### src/rtl/sgb_pkg.sv
// ----------------------------------------------------------------------------
// sgb_pkg
// Shared types and constants for the segment graph builder.
// ----------------------------------------------------------------------------
package sgb_pkg;

   localparam int MAX_VERTICES_DEFAULT = 256;
   localparam int MAX_EDGES_DEFAULT    = 1024;
   localparam int COORD_BITS_DEFAULT   = 24;

   localparam int SNAP_W        = 16;
   localparam logic [SNAP_W-1:0] SNAP_RESET = 16'd100;
   localparam int SNAP_SQ_W     = 2 * SNAP_W;
   localparam int EDGE_IDX_W    = 10;
   localparam int VERTEX_IDX_W  = 8;
   localparam int LENGTH_W      = 25;
   localparam int RAD_W         = 64;
   localparam int ROOT_W        = RAD_W / 2;
   localparam int REM_W         = ROOT_W + 3;
   localparam int SQRT_CNT_W    = $clog2(ROOT_W);
   localparam int SAT_W         = 67;

   typedef enum logic [1:0] {
      STATUS_ADDED       = 2'd0,
      STATUS_DEGENERATE  = 2'd1,
      STATUS_VERTEX_FULL = 2'd2,
      STATUS_EDGE_FULL   = 2'd3
   } status_code_type;

   typedef struct packed {
      logic            load;
      logic            diff_seg;
      logic            diff_probe;
      logic            square;
      logic            sum;
      logic            seg_latch;
      logic            sqrt_step;
      logic            search_start;
      logic            search_end;
      logic            idx_inc;
      logic            match;
      logic            wr_start;
      logic            wr_end;
      logic            set_code;
      status_code_type code;
      logic            publish;
   } cmd_type;

   typedef struct packed {
      logic dsq_lt;
      logic edge_full;
      logic idx_at_end;
      logic sqrt_last;
      logic sel_end;
      logic s_found;
      logic e_found;
      logic fits;
      logic out_free;
   } stat_type;

endpackage

### src/rtl/sgb_controller.sv
// ----------------------------------------------------------------------------
// sgb_controller
// Sequencer for segment length, vertex searches, appends and result hand-off.
// ----------------------------------------------------------------------------
module sgb_controller (
   input  logic              clock,
   input  logic              reset,
   input  logic              req_valid,
   output logic              req_ready,
   output sgb_pkg::cmd_type  cmd,
   input  sgb_pkg::stat_type stat
);

   typedef enum logic [13:0] {
      ST_IDLE     = 14'b00000000000001,
      ST_SEG_DIFF = 14'b00000000000010,
      ST_SEG_SQ   = 14'b00000000000100,
      ST_SEG_SUM  = 14'b00000000001000,
      ST_SQRT     = 14'b00000000010000,
      ST_CHECK    = 14'b00000000100000,
      ST_READ     = 14'b00000001000000,
      ST_DIFF     = 14'b00000010000000,
      ST_SQ       = 14'b00000100000000,
      ST_SUM      = 14'b00001000000000,
      ST_CMP      = 14'b00010000000000,
      ST_FIT      = 14'b00100000000000,
      ST_WRITE    = 14'b01000000000000,
      ST_FINISH   = 14'b10000000000000
   } state_type;

   state_type state_ff, state_in;

   always_comb begin
      cmd      = '0;
      cmd.code = sgb_pkg::STATUS_ADDED;
      state_in = state_ff;
      unique case (state_ff)
         ST_IDLE: begin
            if (req_valid) begin
               cmd.load = 1'b1;
               state_in = ST_SEG_DIFF;
            end
         end
         ST_SEG_DIFF: begin
            cmd.diff_seg = 1'b1;
            state_in     = ST_SEG_SQ;
         end
         ST_SEG_SQ: begin
            cmd.square = 1'b1;
            state_in   = ST_SEG_SUM;
         end
         ST_SEG_SUM: begin
            cmd.seg_latch = 1'b1;
            state_in      = ST_SQRT;
         end
         ST_SQRT: begin
            cmd.sqrt_step = 1'b1;
            if (stat.sqrt_last) begin
               state_in = ST_CHECK;
            end
         end
         ST_CHECK: begin
            if (stat.dsq_lt) begin
               cmd.set_code = 1'b1;
               cmd.code     = sgb_pkg::STATUS_DEGENERATE;
               state_in     = ST_FINISH;
            end else if (stat.edge_full) begin
               cmd.set_code = 1'b1;
               cmd.code     = sgb_pkg::STATUS_EDGE_FULL;
               state_in     = ST_FINISH;
            end else begin
               cmd.search_start = 1'b1;
               state_in         = ST_READ;
            end
         end
         ST_READ: begin
            if (stat.idx_at_end) begin
               if (stat.sel_end) begin
                  state_in = ST_FIT;
               end else begin
                  cmd.search_end = 1'b1;
               end
            end else begin
               state_in = ST_DIFF;
            end
         end
         ST_DIFF: begin
            cmd.diff_probe = 1'b1;
            state_in       = ST_SQ;
         end
         ST_SQ: begin
            cmd.square = 1'b1;
            state_in   = ST_SUM;
         end
         ST_SUM: begin
            cmd.sum  = 1'b1;
            state_in = ST_CMP;
         end
         ST_CMP: begin
            if (stat.dsq_lt) begin
               cmd.match = 1'b1;
               if (stat.sel_end) begin
                  state_in = ST_FIT;
               end else begin
                  cmd.search_end = 1'b1;
                  state_in       = ST_READ;
               end
            end else begin
               cmd.idx_inc = 1'b1;
               state_in    = ST_READ;
            end
         end
         ST_FIT: begin
            cmd.set_code = 1'b1;
            if (!stat.fits) begin
               cmd.code = sgb_pkg::STATUS_VERTEX_FULL;
               state_in = ST_FINISH;
            end else if (!stat.s_found) begin
               cmd.wr_start = 1'b1;
               state_in     = ST_WRITE;
            end else if (!stat.e_found) begin
               cmd.wr_end = 1'b1;
               state_in   = ST_FINISH;
            end else begin
               state_in = ST_FINISH;
            end
         end
         ST_WRITE: begin
            cmd.wr_end = !stat.e_found;
            state_in   = ST_FINISH;
         end
         ST_FINISH: begin
            if (stat.out_free) begin
               cmd.publish = 1'b1;
               state_in    = ST_IDLE;
            end
         end
         default: begin
            state_in = ST_IDLE;
         end
      endcase
   end

   always_ff @(posedge clock) begin
      if (reset) begin
         state_ff <= ST_IDLE;
      end else begin
         state_ff <= state_in;
      end
   end

   assign req_ready = (state_ff == ST_IDLE);

endmodule

### config.mk
export PLATFORM = sky130hd
export DESIGN_NAME = sgb_controller
export DESIGN_NICKNAME = d
export VERILOG_FILES = /design/src/rtl/sgb_pkg.sv /design/src/rtl/sgb_controller.sv
export SDC_FILE = /design/constraint.sdc
export NUM_CORES = 1
export LEC_CHECK = 0
export ABC_AREA = 1
export BUFFER_PORTS_ARGS = -buffer_cell sky130_fd_sc_hd__buf_2
export CAP_MARGIN = 25
export CORE_MARGIN = 2
export CORE_UTILIZATION = 30
export DETAILED_ROUTE_END_ITERATION = 12
export SLEW_MARGIN = 20
export SYNTH_ARGS = -nofsm -noshare
export SYNTH_HDL_FRONTEND = slang
export SYNTH_SLANG_ARGS = --single-unit
### constraint.sdc
create_clock -name clock -period 1.4 [get_ports clock]
set_input_delay 0.07 -clock clock [delete_from_list [all_inputs] [get_ports clock]]
set_output_delay 0.07 -clock clock [all_outputs]
set_load 0.02 [all_outputs]
Word level (Yosys, flattened, before mapping) --
Cells that the tools add are included.
Word-level totals: flip-flop bits (word level) 14, latch bits 0, memory bits (writable) 0, bits in read-only memories 0, output and inout bits 18, memories 0
Cells by class: add/sub/neg operators 0, $mul 0, divide/modulo/power cells 0, $lt $le $gt $ge 0, equality and inequality tests 18, shift operators 0, multiplexer cells 42, bitwise logic cells 0, reductions and logical operators 3
Operators with widths (count):
- $pmux W14 S14 | 1
- $mux W14 | 9
- $mux W12 | 2
- $mux W1 | 22
- $eq A14 B1 Y1 const B | 1
- $eq A14 B10 Y1 const B | 1
- $eq A14 B11 Y1 const B | 1
- $eq A14 B12 Y1 const B | 1
- $eq A14 B13 Y1 const B | 1
- $eq A14 B14 Y1 const B | 1
- $eq A14 B2 Y1 const B | 1
- $eq A14 B3 Y1 const B | 1
- $eq A14 B4 Y1 const B | 1
- $eq A14 B5 Y1 const B | 1
- $eq A14 B6 Y1 const B | 1
- $eq A14 B7 Y1 const B | 1
- $eq A14 B8 Y1 const B | 1
- $eq A14 B9 Y1 const B | 1
- $mux W2 | 3
- $mux W3 | 2
- $ne A2 B2 Y1 const B | 3
- $pmux W3 S2 | 1
- $pmux W1 S2 | 2
- $reduce_and A4 Y1 | 1
- other kinds (3) | 3

Logic depth before layout (Yosys ltp) --
depth in word-level cells 4, mapped depth 11, gate-level depth less buffers 11

Least setup slack after synthesis --
No wires, ideal clock.
path kind register to output, from register state_ff[6], to output port cmd[8] (netlist name), data arrival time 1.458 ns, required time 1.330 ns, path slack -0.128 ns, stages on the path, launching flop included 6, buffers on the path 0, path through dfxtp_1 -> nor2_1 -> nand2_2 -> nor2_8 -> nand2_1 -> a211oi_1
RTL lines:
- start: declaration | RTL line sgb_controller.sv:31 | state_type state_ff, state_in;
- start signal: assignment | RTL line sgb_controller.sv:148 | state_ff <= state_in;
- end: declaration | RTL line sgb_controller.sv:10 | output sgb_pkg::cmd_type cmd,

==> run_results.csv <==
group,metric,value,unit
outcome,status,"complete, but fails checks",
outcome,violations,"negative setup slack",
min_path,hold_path.class,"in -> reg",
detailed_routing,viasPerCell,4.54,
synth,synth_seq_cells,14,
cells_and_area,syn2layout_area_growth,81.7,%
synth,synth_top_family_by_area,"simple AND/OR/NAND/NOR gates",
cells_and_area,reg_top3,"state_ff: 14 flops",
detailed_routing,dr.pass1.iters,4,
place,dpl.hpwl,2190,um
cells_and_area,n_fill_cell,325,
synth,synth_compound_area_share,3.91,%
synth,ys_types,24,
floorplanning,rows,22,
place,gp_congestion,0.850,
detailed_routing,wl_per_cell,12.5,um
setup_path,critPathLaunchType,"flip-flop",
timing,fin_worst_skew,0.948,ps
clocking,cts_root_buffer,"clkbuf_8",
floorplanning,die_width,65.1,um
global_routing,grt_overflow,0,
power,leakagePower,1.04,nW
place,dp_slack,-51.3,ps
synth,synthCells,174,
synth,syn_nets,186,
power,design_power_total,0.00240,W
place,placed_area,1430,um2
synth,synthesis.area,1120,um2
synth,yosys.area.top_type,"dfxtp_1",
clocking,clkSinkCount,14,
timing,relSlewSlack,75.1,%
floorplanning,die_area,4240,um2
setup_path,cp_max_fo,7,
global_routing,grt_usage,17.7,%
cells_and_area,n_antenna_cell,0,
synth,synthTopCellsByArea,"dfxtp_1 25%, inv_1 11%, nand2_1 11%",
setup_path,crit_top_cell,"buf_6",
synth,synth.avg_cell_area,6.44,um2
detailed_routing,via_count,1327,
timing,slew_violations,0,
global_routing,antenna_found_initial,0,
synth,ys_seq_area_share,25.0,%
cells_and_area,final_nets,257,
synth,ys_async_sr_fraction,0,%
timing,setup_viol,29,
clocking,cts_tree,"built",
clocking,cts_hold_buf,0,
synth,ys.flop_type,"dfxtp_1",
cells_and_area,multi_input_area,958,um2
clocking,cts_made_buffers,3,
synth,synth_xor_area_share,0,%
timing,whs,17.5,ps
synth,synth_top_area_share,25.0,%
detailed_routing,wirelength,3650,um
setup_path,cp.arrival,1550,ps
floorplanning,core_area,3630,um2
detailed_routing,drc,0,
cells_and_area,regArea,294,um2
cells_and_area,drive_gt1_share,63.5,%
clocking,path_clk_slew,60,ps
cells_and_area,final_cell_area,2040,um2
clocking,clk_path_buf_depth,2,
floorplanning,num_io_pins,30,
timing,clock.fmax,0.617,GHz
cells_and_area,largest_reg_flops,14,
synth,synthMuxAreaShare,0,%
setup_path,cp_slowest_stage_delay,340,ps
timing,min_period_over_period,116,%
setup_path,cpMaxStageDelayCell,"dfxtp_2",
power,ir_drop,0.940,mV
setup_path,critPathTopFamily,"simple AND/OR/NAND/NOR gates",
clocking,htree_levels,1,
floorplanning,die_y,65.1,um
global_routing,grt_pass1_wl,5790,um
synth,synthSimpleGateAreaFrac,59.0,%
synth,synth_edf_count,0,
setup_path,critical_path_buf_inv_count,3,
detailed_routing,antenna_left,0,
synth,synthAdderAreaFrac,0,%
power,power_density,1180,nW/um2
global_routing,grt_max_degree,11,
setup_path,path_class,"reg -> out",
timing,finalHoldViolations,0,
floorplanning,start_util,30.9,%
setup_path,cp-end-kind,"output port",
global_routing,grt_pass1_vias,1377,
place,place.port_buffers,29,
setup_path,cp.required,1330,ps
run,drv_cap,0,
detailed_routing,drt_iter0_drc,46,
setup_path,path_cells,"nor2_4 -> nand2_4 -> nor2_8 -> buf_4 -> buf_6 -> nand3_4 -> nand2_2 -> buf_6",
synth,synth_warnings,0,
timing,rsz0062_at_grt,"true",
timing,worst_slew_pin_slew,372,ps
timing,fin_ws,-220,ps
timing,finalCriticalPeriod,1620,ps
cells_and_area,largest-register,"state_ff",
clocking,clock_latency,260,ps
kinds of logic (layout without fill, tap and decap cells):
| family | after synthesis | count (layout) |
|---|---|---|
| buffers and inverters | 36 | 104 |
| DFF | 14 | 14 |
| and+or+nand+nor | 117 | 119 |
| AOI/OAI and AO/OA | 7 | 7 |
Yosys cell counts, types with 2 or more instances:
master / instances
nor2_1: 32
nand2_4: 2
a21oi_1: 2
nand4_1: 3
nor2_8: 2
nor3_1: 3
dfxtp_1: 14
nand3b_1: 2
nor2_2: 6
nand3_2: 5
inv_1: 34
nand2_2: 3
nor2_4: 9
nand3_1: 15
nand2_1: 33
report_power, final:
part	leakage (nW)	switching, W	internal (W)
sequential	0.118	0.0000485	0.000448
combinational	0.896	0.000837	0.000644
clock	0.0288	0.000168	0.000250
total	1.04	0.00105	0.00134
cells in the final DEF (no fill, tap or decap):
master,netlist,final
o22ai_1,1,1
a211oi_2,0,1
nand2_2,3,8
nand3b_1,2,2
inv_1,34,27
dfxtp_1,14,3
nand4_1,3,3
inv_2,1,8
nor2_8,2,2
buf_2,0,12
nor4_1,1,1
nor2_1,32,19
nor2_4,9,21
buf_4,0,32
nor3_2,0,2
nand3_4,1,4
nand3_2,5,11
buf_12,0,1
a21oi_2,0,2
nor3_1,3,1
o21ai_1,1,2
nand2_1,33,22
clkinv_1,1,1
clkbuf_8,0,4
nand3_1,15,6
o211a_1,1,1
nand2_4,2,8
buf_6,0,19
dfxtp_2,0,11
nor2_2,6,9
stage by stage:
stage | util, % | setup TNS, ps | cells
after floorplan | - | 0 | 174
after global placement | 39.5 | -21.4 | 264
after CTS | 51.3 | -2210 | 289
after detailed placement | 39.5 | -51.3 | 264
after global routing | 56.1 | -5980 | 292
final | 56.1 | -3950 | 292
routing by layer:
metal  track usage [%]  up-vias  routed length [um]
met4              8.85        0                  78
li1                  -      680                   -
met3              2.40        7                 149
met1              20.0      609                1560
met5                 0        -                   0
met2              32.6       31                1860
timing repair:
item,CTS,global route
setup endpoints to repair,19,31
buffers inserted,19,5
resized for setup,69,42
cloned,2,0
pin swaps,17,14
layout make-up:
| cell class | count | area share, % |
|---|---|---|
| multi-input cells | 126 | 47.1 |
| repair buffers | 64 | 26.2 |
| flip-flops and latches | 14 | 14.4 |
| inverters | 36 | 6.63 |
| well taps | 48 | 2.95 |
| clock buffers | 4 | 2.70 |
path summary, 6_finish.rpt:
| kind | start | to | slack, ps | cells past startpoint |
|---|---|---|---|---|
| setup / recovery | state_ff[3] | cmd[13] | -220 | 8 |
| hold reg to reg | state_ff[13] | state_ff[13] | 520 | 2 |
| setup reg to reg | state_ff[9] | state_ff[3] | -180 | 10 |
| hold / removal | stat[6] | state_ff[7] | 20 | 2 |
No activity file was read; power rests on OpenSTA's default activity.
